File: src/design/multi_buffer_sample_ring_core_defines.svh
// ----------------------------------------------------------------------------
// multi_buffer_sample_ring_core_defines
// assertion macros used by the sample ring core
// ----------------------------------------------------------------------------
`ifndef MULTI_BUFFER_SAMPLE_RING_CORE_DEFINES_SVH
`define MULTI_BUFFER_SAMPLE_RING_CORE_DEFINES_SVH

`ifndef SYNTHESIS

// condition holds in the same cycle
`define MBSR_ASSERT_NOW(name, clk, rst, ante, cons) \
   name: assert property (@(posedge clk) disable iff (rst) (ante) |-> (cons)) \
      else $error("mbsr assertion failed");

// condition holds in the next cycle
`define MBSR_ASSERT_NEXT(name, clk, rst, ante, cons) \
   name: assert property (@(posedge clk) disable iff (rst) (ante) |=> (cons)) \
      else $error("mbsr assertion failed");

`else

`define MBSR_ASSERT_NOW(name, clk, rst, ante, cons)
`define MBSR_ASSERT_NEXT(name, clk, rst, ante, cons)

`endif

`endif

File: src/design/mbsr_pkg.sv
// ----------------------------------------------------------------------------
// mbsr_pkg
// shared types and constants of the sample ring
// ----------------------------------------------------------------------------
package mbsr_pkg;

   localparam int SAMPLE_W = 16;
   localparam int READY_W  = 3;

   // operation codes on req_func
   localparam logic FUNC_ADD   = 1'b0;
   localparam logic FUNC_FETCH = 1'b1;

   // controller to datapath commands
   typedef struct packed {
      logic clear_wr;
      logic add;
      logic fetch_start;
      logic fetch_issue;
   } mbsr_cmd_type;

   // datapath to controller status
   typedef struct packed {
      logic clear_done;
      logic credit_ok;
      logic burst_end;
   } mbsr_sts_type;

   // one result entry of the output queue
   typedef struct packed {
      logic signed [SAMPLE_W-1:0] sample;
      logic                       last;
      logic [READY_W-1:0]         ready;
   } mbsr_entry_type;

endpackage

File: src/design/mbsr_ctrl.sv
// ----------------------------------------------------------------------------
// mbsr_ctrl
// controller state machine: clearing pass, idle accept, fetch burst issue
// ----------------------------------------------------------------------------
module mbsr_ctrl import mbsr_pkg::*; (
   input  logic         clock,
   input  logic         reset,
   input  logic         req_valid,
   output logic         req_stall,
   input  logic         req_func,
   input  mbsr_sts_type sts,
   output mbsr_cmd_type cmd
);

   typedef enum logic [1:0] {
      ST_CLEAR,
      ST_IDLE,
      ST_FETCH
   } state_type;

   state_type state_ff;
   state_type state_in;
   logic      accept;

   assign req_stall = !((state_ff == ST_IDLE) && sts.credit_ok);
   assign accept    = req_valid && !req_stall;

   always_comb begin
      cmd             = '0;
      cmd.clear_wr    = (state_ff == ST_CLEAR);
      cmd.add         = accept && (req_func == FUNC_ADD);
      cmd.fetch_start = accept && (req_func == FUNC_FETCH);
      cmd.fetch_issue = (state_ff == ST_FETCH) && sts.credit_ok;
   end

   always_comb begin
      state_in = state_ff;
      case (state_ff)
         ST_CLEAR: begin
            if (sts.clear_done) state_in = ST_IDLE;
         end
         ST_IDLE: begin
            if (cmd.fetch_start) state_in = ST_FETCH;
         end
         ST_FETCH: begin
            if (cmd.fetch_issue && sts.burst_end) state_in = ST_IDLE;
         end
         default: begin
            state_in = ST_CLEAR;
         end
      endcase
   end

   always_ff @(posedge clock) begin
      if (reset) begin
         state_ff <= ST_CLEAR;
      end else begin
         state_ff <= state_in;
      end
   end

endmodule

File: src/design/mbsr_datapath.sv
// ----------------------------------------------------------------------------
// mbsr_datapath
// sample memory, fill and ready counters, read pipe and output queue
// ----------------------------------------------------------------------------
module mbsr_datapath import mbsr_pkg::*; #(
   parameter int NUM_BUFFERS        = 4,
   parameter int SAMPLES_PER_BUFFER = 32
) (
   input  logic                       clock,
   input  logic                       reset,
   input  mbsr_cmd_type               cmd,
   output mbsr_sts_type               sts,
   input  logic signed [SAMPLE_W-1:0] sample_in,
   output logic                       rsp_valid,
   input  logic                       rsp_stall,
   output logic signed [SAMPLE_W-1:0] rsp_sample_out,
   output logic                       rsp_last,
   output logic [READY_W-1:0]         rsp_ready_count
);

   localparam int DEPTH  = NUM_BUFFERS * SAMPLES_PER_BUFFER;
   localparam int ADDR_W = $clog2(DEPTH);
   localparam int BUF_W  = $clog2(NUM_BUFFERS);
   localparam int POS_W  = $clog2(SAMPLES_PER_BUFFER);
   localparam int CNT_W  = $clog2(NUM_BUFFERS + 1);
   localparam int SEL_W  = CNT_W + 1;

   logic [SAMPLE_W-1:0] mem [DEPTH];
   logic [SAMPLE_W-1:0] rd_data_ff;

   logic [ADDR_W-1:0] clear_addr_ff, clear_addr_in;
   logic [BUF_W-1:0]  fill_buf_ff, fill_buf_in;
   logic [POS_W-1:0]  fill_pos_ff, fill_pos_in;
   logic [CNT_W-1:0]  ready_ff, ready_in;
   logic [POS_W-1:0]  burst_pos_ff, burst_pos_in;
   logic [ADDR_W-1:0] base_ff, base_in;

   logic               pipe_vld_ff, pipe_vld_in;
   logic               pipe_status_ff;
   logic               pipe_last_ff;
   logic [READY_W-1:0] pipe_rdy_ff, pipe_rdy_in;

   mbsr_entry_type q_ff [2];
   mbsr_entry_type push_entry;
   logic           q_wr_ptr_ff, q_wr_ptr_in;
   logic           q_rd_ptr_ff, q_rd_ptr_in;
   logic [1:0]     q_cnt_ff, q_cnt_in;
   logic           push, pop;
   logic [2:0]     room_sum;

   logic                 fill_wrap, buf_wrap;
   logic [ADDR_W-1:0]    fill_addr, wr_addr, rd_addr;
   logic [SAMPLE_W-1:0]  wr_data;
   logic                 mem_wr;
   logic [SEL_W-1:0]     fill_ext, rdy_ext, sel_wide;
   logic [BUF_W-1:0]     sel_buf;
   logic [CNT_W+READY_W-1:0] rdy_pad;

   // fill position and ready count
   assign fill_wrap = (fill_pos_ff == POS_W'(SAMPLES_PER_BUFFER - 1));
   assign buf_wrap  = (fill_buf_ff == BUF_W'(NUM_BUFFERS - 1));

   always_comb begin
      fill_pos_in = fill_pos_ff;
      fill_buf_in = fill_buf_ff;
      ready_in    = ready_ff;
      if (cmd.add) begin
         if (fill_wrap) begin
            fill_pos_in = '0;
            fill_buf_in = buf_wrap ? '0 : fill_buf_ff + 1'b1;
            if (ready_ff != CNT_W'(NUM_BUFFERS)) ready_in = ready_ff + 1'b1;
         end else begin
            fill_pos_in = fill_pos_ff + 1'b1;
         end
      end
      if (cmd.fetch_start && (ready_ff != '0)) ready_in = ready_ff - 1'b1;
   end

   // oldest ready buffer, modulo the buffer count
   always_comb begin
      fill_ext = SEL_W'(fill_buf_ff);
      rdy_ext  = SEL_W'(ready_ff);
      if (rdy_ext > fill_ext) begin
         sel_wide = fill_ext + SEL_W'(NUM_BUFFERS) - rdy_ext;
      end else begin
         sel_wide = fill_ext - rdy_ext;
      end
      sel_buf = sel_wide[BUF_W-1:0];
      base_in = ADDR_W'(sel_buf * SAMPLES_PER_BUFFER);
   end

   assign burst_pos_in  = cmd.fetch_start ? '0 :
                          (cmd.fetch_issue ? burst_pos_ff + 1'b1 : burst_pos_ff);
   assign clear_addr_in = cmd.clear_wr ? clear_addr_ff + 1'b1 : clear_addr_ff;

   // memory ports
   assign fill_addr = ADDR_W'(fill_buf_ff * SAMPLES_PER_BUFFER) + ADDR_W'(fill_pos_ff);
   assign wr_addr   = cmd.clear_wr ? clear_addr_ff : fill_addr;
   assign wr_data   = cmd.clear_wr ? '0 : sample_in;
   assign mem_wr    = cmd.clear_wr || cmd.add;
   assign rd_addr   = base_ff + ADDR_W'(burst_pos_ff);

   always_ff @(posedge clock) begin
      if (mem_wr) mem[wr_addr] <= wr_data;
      if (cmd.fetch_issue) rd_data_ff <= mem[rd_addr];
   end

   // read pipe stage, status results ride along without a read
   assign pipe_vld_in = cmd.add || cmd.fetch_issue;
   assign rdy_pad     = {{READY_W{1'b0}}, ready_in};
   assign pipe_rdy_in = rdy_pad[READY_W-1:0];

   // two entry output queue
   assign push     = pipe_vld_ff;
   assign pop      = rsp_valid && !rsp_stall;
   assign room_sum = 3'(q_cnt_ff) + 3'(pipe_vld_ff) - 3'(pop);

   always_comb begin
      push_entry.sample = pipe_status_ff ? '0 : signed'(rd_data_ff);
      push_entry.last   = pipe_last_ff;
      push_entry.ready  = pipe_rdy_ff;
      q_wr_ptr_in = push ? ~q_wr_ptr_ff : q_wr_ptr_ff;
      q_rd_ptr_in = pop ? ~q_rd_ptr_ff : q_rd_ptr_ff;
      q_cnt_in    = q_cnt_ff + 2'(push) - 2'(pop);
   end

   assign rsp_valid       = (q_cnt_ff != 2'd0);
   assign rsp_sample_out  = q_ff[q_rd_ptr_ff].sample;
   assign rsp_last        = q_ff[q_rd_ptr_ff].last;
   assign rsp_ready_count = q_ff[q_rd_ptr_ff].ready;

   always_comb begin
      sts            = '0;
      sts.clear_done = (clear_addr_ff == ADDR_W'(DEPTH - 1));
      sts.credit_ok  = (room_sum < 3'd2);
      sts.burst_end  = (burst_pos_ff == POS_W'(SAMPLES_PER_BUFFER - 1));
   end

   always_ff @(posedge clock) begin
      if (reset) begin
         clear_addr_ff <= '0;
         fill_buf_ff   <= '0;
         fill_pos_ff   <= '0;
         ready_ff      <= '0;
         burst_pos_ff  <= '0;
         pipe_vld_ff   <= 1'b0;
         q_wr_ptr_ff   <= 1'b0;
         q_rd_ptr_ff   <= 1'b0;
         q_cnt_ff      <= 2'd0;
      end else begin
         clear_addr_ff <= clear_addr_in;
         fill_buf_ff   <= fill_buf_in;
         fill_pos_ff   <= fill_pos_in;
         ready_ff      <= ready_in;
         burst_pos_ff  <= burst_pos_in;
         pipe_vld_ff   <= pipe_vld_in;
         q_wr_ptr_ff   <= q_wr_ptr_in;
         q_rd_ptr_ff   <= q_rd_ptr_in;
         q_cnt_ff      <= q_cnt_in;
      end
   end

   always_ff @(posedge clock) begin
      if (cmd.fetch_start) base_ff <= base_in;
      if (pipe_vld_in) begin
         pipe_status_ff <= cmd.add;
         pipe_last_ff   <= cmd.add || sts.burst_end;
         pipe_rdy_ff    <= pipe_rdy_in;
      end
      if (push) q_ff[q_wr_ptr_ff] <= push_entry;
   end

endmodule

File: src/design/multi_buffer_sample_ring_core.sv
// ----------------------------------------------------------------------------
// multi_buffer_sample_ring_core
// ring of equal sample buffers with add and burst fetch
// ----------------------------------------------------------------------------
// The ring holds NUM_BUFFERS buffers of SAMPLES_PER_BUFFER signed 16-bit
// samples in one single-port-write, registered-read memory. After reset a
// clearing pass writes zero to every entry, one per cycle; req_stall is
// high during it. An add (req_func 0) returns one status transfer with
// sample 0 and last set. A fetch (req_func 1) first picks the oldest ready
// buffer, then makes one memory read per cycle while the output queue has
// room, the single read port setting the pace; its SAMPLES_PER_BUFFER
// transfers come out one per cycle when rsp_stall is low. A two-entry
// output queue lets new requests be taken while results wait; rsp_stall
// throttles the fetch reads. rsp_ready_count is the ready buffer count
// after the operation, kept to its low three bits.
// ----------------------------------------------------------------------------
`include "multi_buffer_sample_ring_core_defines.svh"

module multi_buffer_sample_ring_core import mbsr_pkg::*; #(
   parameter int NUM_BUFFERS        = 4,
   parameter int SAMPLES_PER_BUFFER = 32
) (
   input  logic                       clock,
   input  logic                       reset,
   // request channel
   input  logic                       req_valid,
   output logic                       req_stall,
   input  logic                       req_func,
   input  logic signed [SAMPLE_W-1:0] req_sample_in,
   // response channel
   output logic                       rsp_valid,
   input  logic                       rsp_stall,
   output logic signed [SAMPLE_W-1:0] rsp_sample_out,
   output logic                       rsp_last,
   output logic [READY_W-1:0]         rsp_ready_count
);

   mbsr_cmd_type cmd;
   mbsr_sts_type sts;

   // sequencing: clear pass, request accept, burst read issue
   mbsr_ctrl u_ctrl (
      .clock     (clock),
      .reset     (reset),
      .req_valid (req_valid),
      .req_stall (req_stall),
      .req_func  (req_func),
      .sts       (sts),
      .cmd       (cmd)
   );

   // memory, ring pointers, read pipe and output queue
   mbsr_datapath #(
      .NUM_BUFFERS        (NUM_BUFFERS),
      .SAMPLES_PER_BUFFER (SAMPLES_PER_BUFFER)
   ) u_datapath (
      .clock           (clock),
      .reset           (reset),
      .cmd             (cmd),
      .sts             (sts),
      .sample_in       (req_sample_in),
      .rsp_valid       (rsp_valid),
      .rsp_stall       (rsp_stall),
      .rsp_sample_out  (rsp_sample_out),
      .rsp_last        (rsp_last),
      .rsp_ready_count (rsp_ready_count)
   );

   // no request transfer while the clearing pass still writes the memory
   `MBSR_ASSERT_NOW(a_no_req_in_clear, clock, reset, cmd.clear_wr, req_stall)

   // an add and a burst read never share the read pipe in one cycle
   `MBSR_ASSERT_NOW(a_pipe_exclusive, clock, reset, cmd.add, !cmd.fetch_issue)

   // after a fetch starts, requests are held off while its burst runs
   `MBSR_ASSERT_NEXT(a_fetch_holds_req, clock, reset, cmd.fetch_start, req_stall)

endmodule
File: config.mk
export PLATFORM = sky130hd
export DESIGN_NAME = multi_buffer_sample_ring_core
export DESIGN_NICKNAME = d
export VERILOG_FILES = /design/src/design/mbsr_pkg.sv /design/src/design/mbsr_ctrl.sv /design/src/design/mbsr_datapath.sv /design/src/design/multi_buffer_sample_ring_core.sv
export VERILOG_INCLUDE_DIRS = /design/src /design/src/design
export SDC_FILE = /design/constraint.sdc
export NUM_CORES = 2
export LEC_CHECK = 0
export BUFFER_PORTS_ARGS = -buffer_cell sky130_fd_sc_hd__buf_2
export CORE_ASPECT_RATIO = 1.2
export CORE_UTILIZATION = 47
export CTS_CLUSTER_SIZE = 16
export DETAILED_ROUTE_END_ITERATION = 7
export PLACE_DENSITY_LB_ADDON = 0.12
export SLEW_MARGIN = 20
export SYNTH_ARGS = -nofsm -noshare
export SYNTH_HDL_FRONTEND = slang
export SYNTH_SLANG_ARGS = --single-unit
File: constraint.sdc
create_clock -name clock -period 6.5 [get_ports clock]
set_clock_uncertainty 0.2 [all_clocks]
set_input_delay 0.325 -clock clock [delete_from_list [all_inputs] [get_ports clock]]
set_output_delay 0.325 -clock clock [all_outputs]
set_load 0.005 [all_outputs]
-- Word level (Yosys, flattened, before mapping)
Memory sizes are Yosys's and may differ from the RTL's. A register that Yosys moved wholly into a read port is not among the register bits.
Index checks and enable logic that the tools add are counted.
- magnitude comparators: 2
- equality and inequality tests: 10
- multiplexer cells: 20
- reduce and logical (&&, ||, !) cells: 19
- bitwise logic cells: 3
- add/sub/neg operators: 15
- operators by type and width (operator ; count):
    $mux W16 ; 2
    $add A7 B5 Y7 ; 2
    $mux W3 ; 4
    $add A5 B1 Y5 const B ; 2
    $eq A5 B5 Y1 const B ; 2
    $mux W2 ; 5
    $logic_and A1 B1 Y1 ; 8
    $add A7 B1 Y7 const B ; 1
    $eq A7 B7 Y1 const B ; 1
    $mux W7 ; 1
    $mux W1 ; 6
    $pmux W2 S3 ; 1
    $mux W5 ; 1
    $add A2 B1 Y2 const B ; 2
    $eq A2 B2 Y1 const B ; 2
    $ne A2 B2 Y1 const B ; 2
    $sub A2 B2 Y2 ; 2
    $add A2 B1 Y3 ; 1
    $add A3 B1 Y3 const B ; 1
    $gt A3 B2 Y1 ; 1
    $logic_or A1 B1 Y1 ; 3
    $lt A3 B2 Y1 const B ; 1
    $ne A3 B3 Y1 const B ; 1
    $not A1 Y1 ; 3
    other kinds (13) ; 14
- RAM bits: 2088
- memories: 2
- register bits: 36
- bits of input ports: 21
- output and inout port bits: 22
- logic and storage cells: 85
- memory list (memory ; words ; width ; rd ports ; clocked after Yosys merged registers in ; wr ports ; RTL line ; source):
    u_datapath.mem ; 128 ; 16 ; 1 ; 1 ; 1 ; mbsr_datapath.sv:28 ; logic [SAMPLE_W-1:0] mem [DEPTH];
    u_datapath.q_ff ; 2 ; 20 ; 1 ; 1 ; 1 ; mbsr_datapath.sv:43 ; mbsr_entry_type q_ff [2];

-- Logic depth before layout (Yosys ltp)
- word-level depth: 10
- depth in mapped cells: 16
- mapped depth without buffers: 15

-- By module
Synthesis repeated with hierarchy kept, for this count alone.
- cells, all modules: 3975
- area total of the unflattened synthesis: 83234.8 um2
- modules (own cells, without submodules) (module ; area an instance (um2) ; sequential area each (um2) ; cells each ; instances):
    mbsr_datapath ; 83106.0 ; 63951.3 ; 3959 ; 1
    mbsr_ctrl ; 128.9 ; 40.0 ; 16 ; 1

-- Worst setup path after synthesis
No wires, ideal clock.
- path type: reg2reg
- start point: reg u_datapath.q_cnt_ff[1]
- end point: mem u_datapath.mem[38][0] (enable)
- data required time: 5.912 ns
- clock period less this slack: 4.255 ns
- stages on the path, launching flop included: 15
- data arrival time: 3.667 ns
- path buffers: 1
- setup slack: 2.245 ns
- library setup time: 0.388 ns
- path through: dfxtp_1 -> or2_2 -> nor2b_1 -> ha_1 -> inv_1 -> ha_1 -> inv_1 -> fa_1 -> xnor2_1 -> and2_1 -> nand3b_1 -> o22ai_1 -> nand2_1 -> clkbuf_1 -> nor2_1
- longest elaborated chain between the ends: 10
- elaborated cells between the ends (all ways): 11
- classes of those cells: add/sub (2); order compare (1); mux (2); reduce/logical (6)
- ends and longest elaborated chain (item ; RTL line ; source):
    start: declaration ; mbsr_datapath.sv:47 ; logic [1:0] q_cnt_ff, q_cnt_in;
    start signal: assignment ; mbsr_datapath.sv:159 ; q_cnt_ff <= q_cnt_in;
    $reduce_bool A2 Y1 ; mbsr_datapath.sv:127 ; assign rsp_valid = (q_cnt_ff != 2'd0);
    via rsp_valid ; multi_buffer_sample_ring_core.sv:31 ; output logic rsp_valid,
    $logic_and A1 B1 Y1 ; mbsr_datapath.sv:115 ; assign pop = rsp_valid && !rsp_stall;
    via u_datapath.pop ; mbsr_datapath.sv:48 ; logic push, pop;
    $sub A3 B1 Y3 ; mbsr_datapath.sv:116 ; assign room_sum = 3'(q_cnt_ff) + 3'(pipe_vld_ff) - 3'(pop);
    $lt A3 B2 Y1 ; mbsr_datapath.sv:135 ; sts.credit_ok = (room_sum < 3'd2);
    $logic_and A1 B1 Y1 ; mbsr_ctrl.sv:25 ; assign req_stall = !((state_ff == ST_IDLE) && sts.credit_ok);
    $logic_and A1 B1 Y1 ; mbsr_ctrl.sv:26 ; assign accept = req_valid && !req_stall;
    $logic_and A1 B1 Y1 ; mbsr_ctrl.sv:31 ; cmd.add = accept && (req_func == FUNC_ADD);
    $logic_or A1 B1 Y1 ; mbsr_datapath.sv:100 ; assign mem_wr = cmd.clear_wr || cmd.add;
    $mux W1 ; mbsr_datapath.sv:104 ; if (mem_wr) mem[wr_addr] <= wr_data;
    $mux W1 (implied by the code) ; mbsr_datapath.sv:104 ;
    end: declaration ; mbsr_datapath.sv:28 ;
The timed path passes the listed nets, and every way through them passes these cells.

-- Worst setup path in the final report
- start point: reg u_datapath.q_cnt_ff[1]
- end point: mem u_datapath.mem[103][5] (enable)
- longest elaborated chain between the ends: 10
- elaborated cells between the ends (all ways): 11
- classes of those cells: add/sub (2); order compare (1); mux (2); reduce/logical (6)
- ends and longest elaborated chain (item ; RTL line):
    $reduce_bool A2 Y1 ; mbsr_datapath.sv:127
    $logic_and A1 B1 Y1 ; mbsr_datapath.sv:115
    via u_datapath.pop ; mbsr_datapath.sv:48
    $sub A3 B1 Y3 ; mbsr_datapath.sv:116
    $lt A3 B2 Y1 ; mbsr_datapath.sv:135
    $logic_and A1 B1 Y1 ; mbsr_ctrl.sv:25
    $logic_and A1 B1 Y1 ; mbsr_ctrl.sv:26
    $logic_and A1 B1 Y1 ; mbsr_ctrl.sv:31
    $logic_or A1 B1 Y1 ; mbsr_datapath.sv:100
    $mux W1 ; mbsr_datapath.sv:104
    $mux W1 (implied by the code) ; mbsr_datapath.sv:104
The timed path passes the listed nets, and every way through them passes these cells.

==> impl_metrics.ini <==
[outcome]
status = completed

[global_route]
grt_pass1_vias = 41030
grt_overflow = 0
grt_pass1_wl_um = 322300
grt_max_degree = 129
grt_antenna_before_repair = 8
grt_use_total_pct = 26.00

[routing]
ant_nets = 0
drtIter0Drc = 4912
finalWirelength_um = 231400
route.detailed.drc = 0
vias = 41180
wl_per_cell_um = 34.98
drtPass1Iterations = 6
vias_per_cell = 6.224

[sta]
worst_slew_pin_slew_ps = 1385
setup_viol = 0
layout_setup_ws_ps = 1101
final_max_slew_viol_count = 0
rsz0062_at_grt = no
fin_crit_ps = 5399
relSlewSlack_pct = 7.113
fin_setup_tns_ps = 0
period_share_pct = 83.07
final_hold_viol_count = 0
fmax_ghz = 0.1852

[die]
core_um2 = 175100
die_x_um = 386.0
die_height_um = 462.8
die_area_um2 = 178600
rows = 168
initial_core_util_pct = 47.49
io_pins = 43

[flow_run]
maxCapViolations = 0

[cts]
postCtsSetupRepairBufs = 0
cts.sinks = 2141
clk_latency_ps = 850
cts_buffer_depth = 3
htreeDepth = 4
clk_pin_slew_ps = 60
cts_buffers = 204
root_buffer = clkbuf_16
cts_tree = done

[logic_synthesis]
ys_warn_count = 0
yosysSeqAreaShare_pct = 76.96
syn-instance-count = 3931
synth_top_area_cell = edfxtp_1
ys.flop_type = edfxtp_1
syn_avg_cell_area_um2 = 21.15
ys_async_sr_fraction_pct = 0
syn_area_um2 = 83150
synth-seq-cells = 2141
synth_area_leaders = edfxtp_1, mux4_2, mux2i_1
synth_edf_count = 2111
syn-num-nets = 3965
synth.top_cell.area_share_pct = 76.24
synthDistinctLibCells = 66

[placement]
place_area_um2 = 86560
post-place-ws_ps = 1090
gp_congestion = 0.8815
port_buffers = 42
dp_hpwl_um = 142300

[final_layout]
multi_input_area_um2 = 17890
syn2layout_area_growth_pct = 12.04
post-route-util_pct = 53.21
drive_gt1_share_pct = 24.53
nets = 4184
fill_cells = 13510
seq_area_um2 = 64010
final_area_um2 = 93160

[pwr]
power_mw = 26.96
p_leak_nw = 32.70
peakVddDrop_mv = 0.3104
power-per-cell-area_nw_per_um2 = 289.4

[hold_path]
hold_path.class = input port to flop

[critical_path]
crit_fanout = 16
startpoint_type = flop
worst_ep_arrival_time_ps = 5650
worstPathRequired_ps = 6750
critical_path_class = flop to flop
end_kind = flop
## metrics by stage
stage          std cells  hold slack (ps)
2_1_floorplan       3931            221.5
5_1_grt             6613            21.15
6_report            6617            38.00
4_1_cts             6611            4.494
3_5_place_dp        6224            235.8
3_3_place_gp        6224            228.0
## repair_timing
action / in CTS / in global routing
resized for setup: 0 / 0
hold endpoints to repair: 201 / 1
hold buffers: 14 / 1
## sequential cells by signal, summed over array words and instances (netlist names), named ones only
register / cells
u_datapath.mem: 2048
u_datapath.q_ff: 40
u_datapath.rd_data_ff: 16
u_datapath.clear_addr_ff: 7
u_datapath.burst_pos_ff: 5
u_datapath.fill_pos_ff: 5
u_datapath.pipe_rdy_ff: 3
u_datapath.ready_ff: 3
u_ctrl.state_ff: 2
u_datapath.base_ff: 2
u_datapath.fill_buf_ff: 2
u_datapath.q_cnt_ff: 2
u_datapath.pipe_last_ff: 1
u_datapath.pipe_status_ff: 1
u_datapath.pipe_vld_ff: 1
u_datapath.q_rd_ptr_ff: 1
u_datapath.q_wr_ptr_ff: 1
## worst paths after layout
check	slack [ps]	cells after the start	from	end
worst min register to register	250	0	u_datapath.pipe_rdy_ff[0]$_DFFE_PP_	u_datapath.q_ff[0][0]$_DFFE_PP_
worst max-delay path	1100	15	u_datapath.q_cnt_ff[1]$_SDFF_PP0_	u_datapath.mem[103][5]$_DFFE_PP_
worst max register to register	1100	15	u_datapath.q_cnt_ff[1]$_SDFF_PP0_	u_datapath.mem[103][5]$_DFFE_PP_
worst min-delay path	40	2	req_sample_in[4]	u_datapath.mem[88][4]$_DFFE_PP_
## cell usage after synthesis, drive strengths merged, types with 4 or more instances
cell type and instances:
a2111oi 11, a211oi 27, a21oi 74, a221oi 16, a22o 11, a22oi 78
a31oi 16, a32oi 7, a41oi 9, and2 22, buf 156, clkbuf 66
dfxtp 30, edfxtp 2111, ha 12, inv 14, mux2 28, mux2i 281
mux4 429, nand2 96, nand3 28, nand3b 10, nand4 5, nor2 170
nor2b 31, nor3 10, o211ai 12, o21ai 49, o221ai 23, o22ai 35
o311ai 6, o31ai 5, or2 4, or3 4, xnor2 10, xor2 4
## logic make-up after synthesis
kind of cell               Yosys count  share of synthesized area, %
DFF                               2141                         76.96
xor gates and xnor gates            14                        0.1475
buffers and inverters              237                         1.858
and+or+nand+nor                    390                         2.104
AOI/OAI and AO/OA                  398                         3.339
adders and majority gates           13                        0.2046
muxes                              738                         15.39
## worst max-delay path, cell delays in order (launching register included)
cell and delay (ps):
dfxtp_1 350, or2_2 290, nor2b_1 160, ha_1 300, inv_1 80, ha_1 170
inv_1 70, fa_1 400, xnor2_1 190, and2_1 210, nand3b_1 200, inv_1 300
a22o_1 300, nand2_1 510, buf_4 490, nor2_2 770
## cell usage in the layout (no fill, tap or decap), types with 27 or more instances in the layout
| cell | count |
|---|---|
| a211oi_1 | 27 |
| edfxtp_1 | 2111 |
| nand2_1 | 96 |
| clkbuf_16 | 211 |
| buf_4 | 163 |
| o22ai_1 | 35 |
| nor2b_1 | 27 |
| mux2i_1 | 281 |
| a21oi_1 | 74 |
| clkinv_2 | 29 |
| clkinv_1 | 50 |
| mux4_2 | 428 |
| nor2_1 | 100 |
| o21ai_0 | 47 |
| clkbuf_1 | 51 |
| mux2_2 | 28 |
| buf_2 | 42 |
| a22oi_1 | 78 |
| nand3_1 | 27 |
| nor2_2 | 69 |
## per-layer routing
metal  wire, um  global-route usage [%]
met1      95360                   36.92
met2     111300                   41.07
met3      16020                   3.901
met4       8710                   9.181
met5         31                       0
## cell type report
class,count,area share [%]
antenna,5,0.01343
clock inverter,108,0.9952
inverter,15,0.06044
multi-input combinational,1553,19.20
timing repair buffer,235,2.023
sequential,2141,68.71
tap,2295,3.082
clock buffer,265,5.917
## power breakdown
| part | internal (mW) | switching, mW |
|---|---|---|
| clock | 6.55 | 5.07 |
| sequential | 15.0 | 0.0339 |
| combinational | 0.132 | 0.202 |
Power figures use the tool's default switching activity.
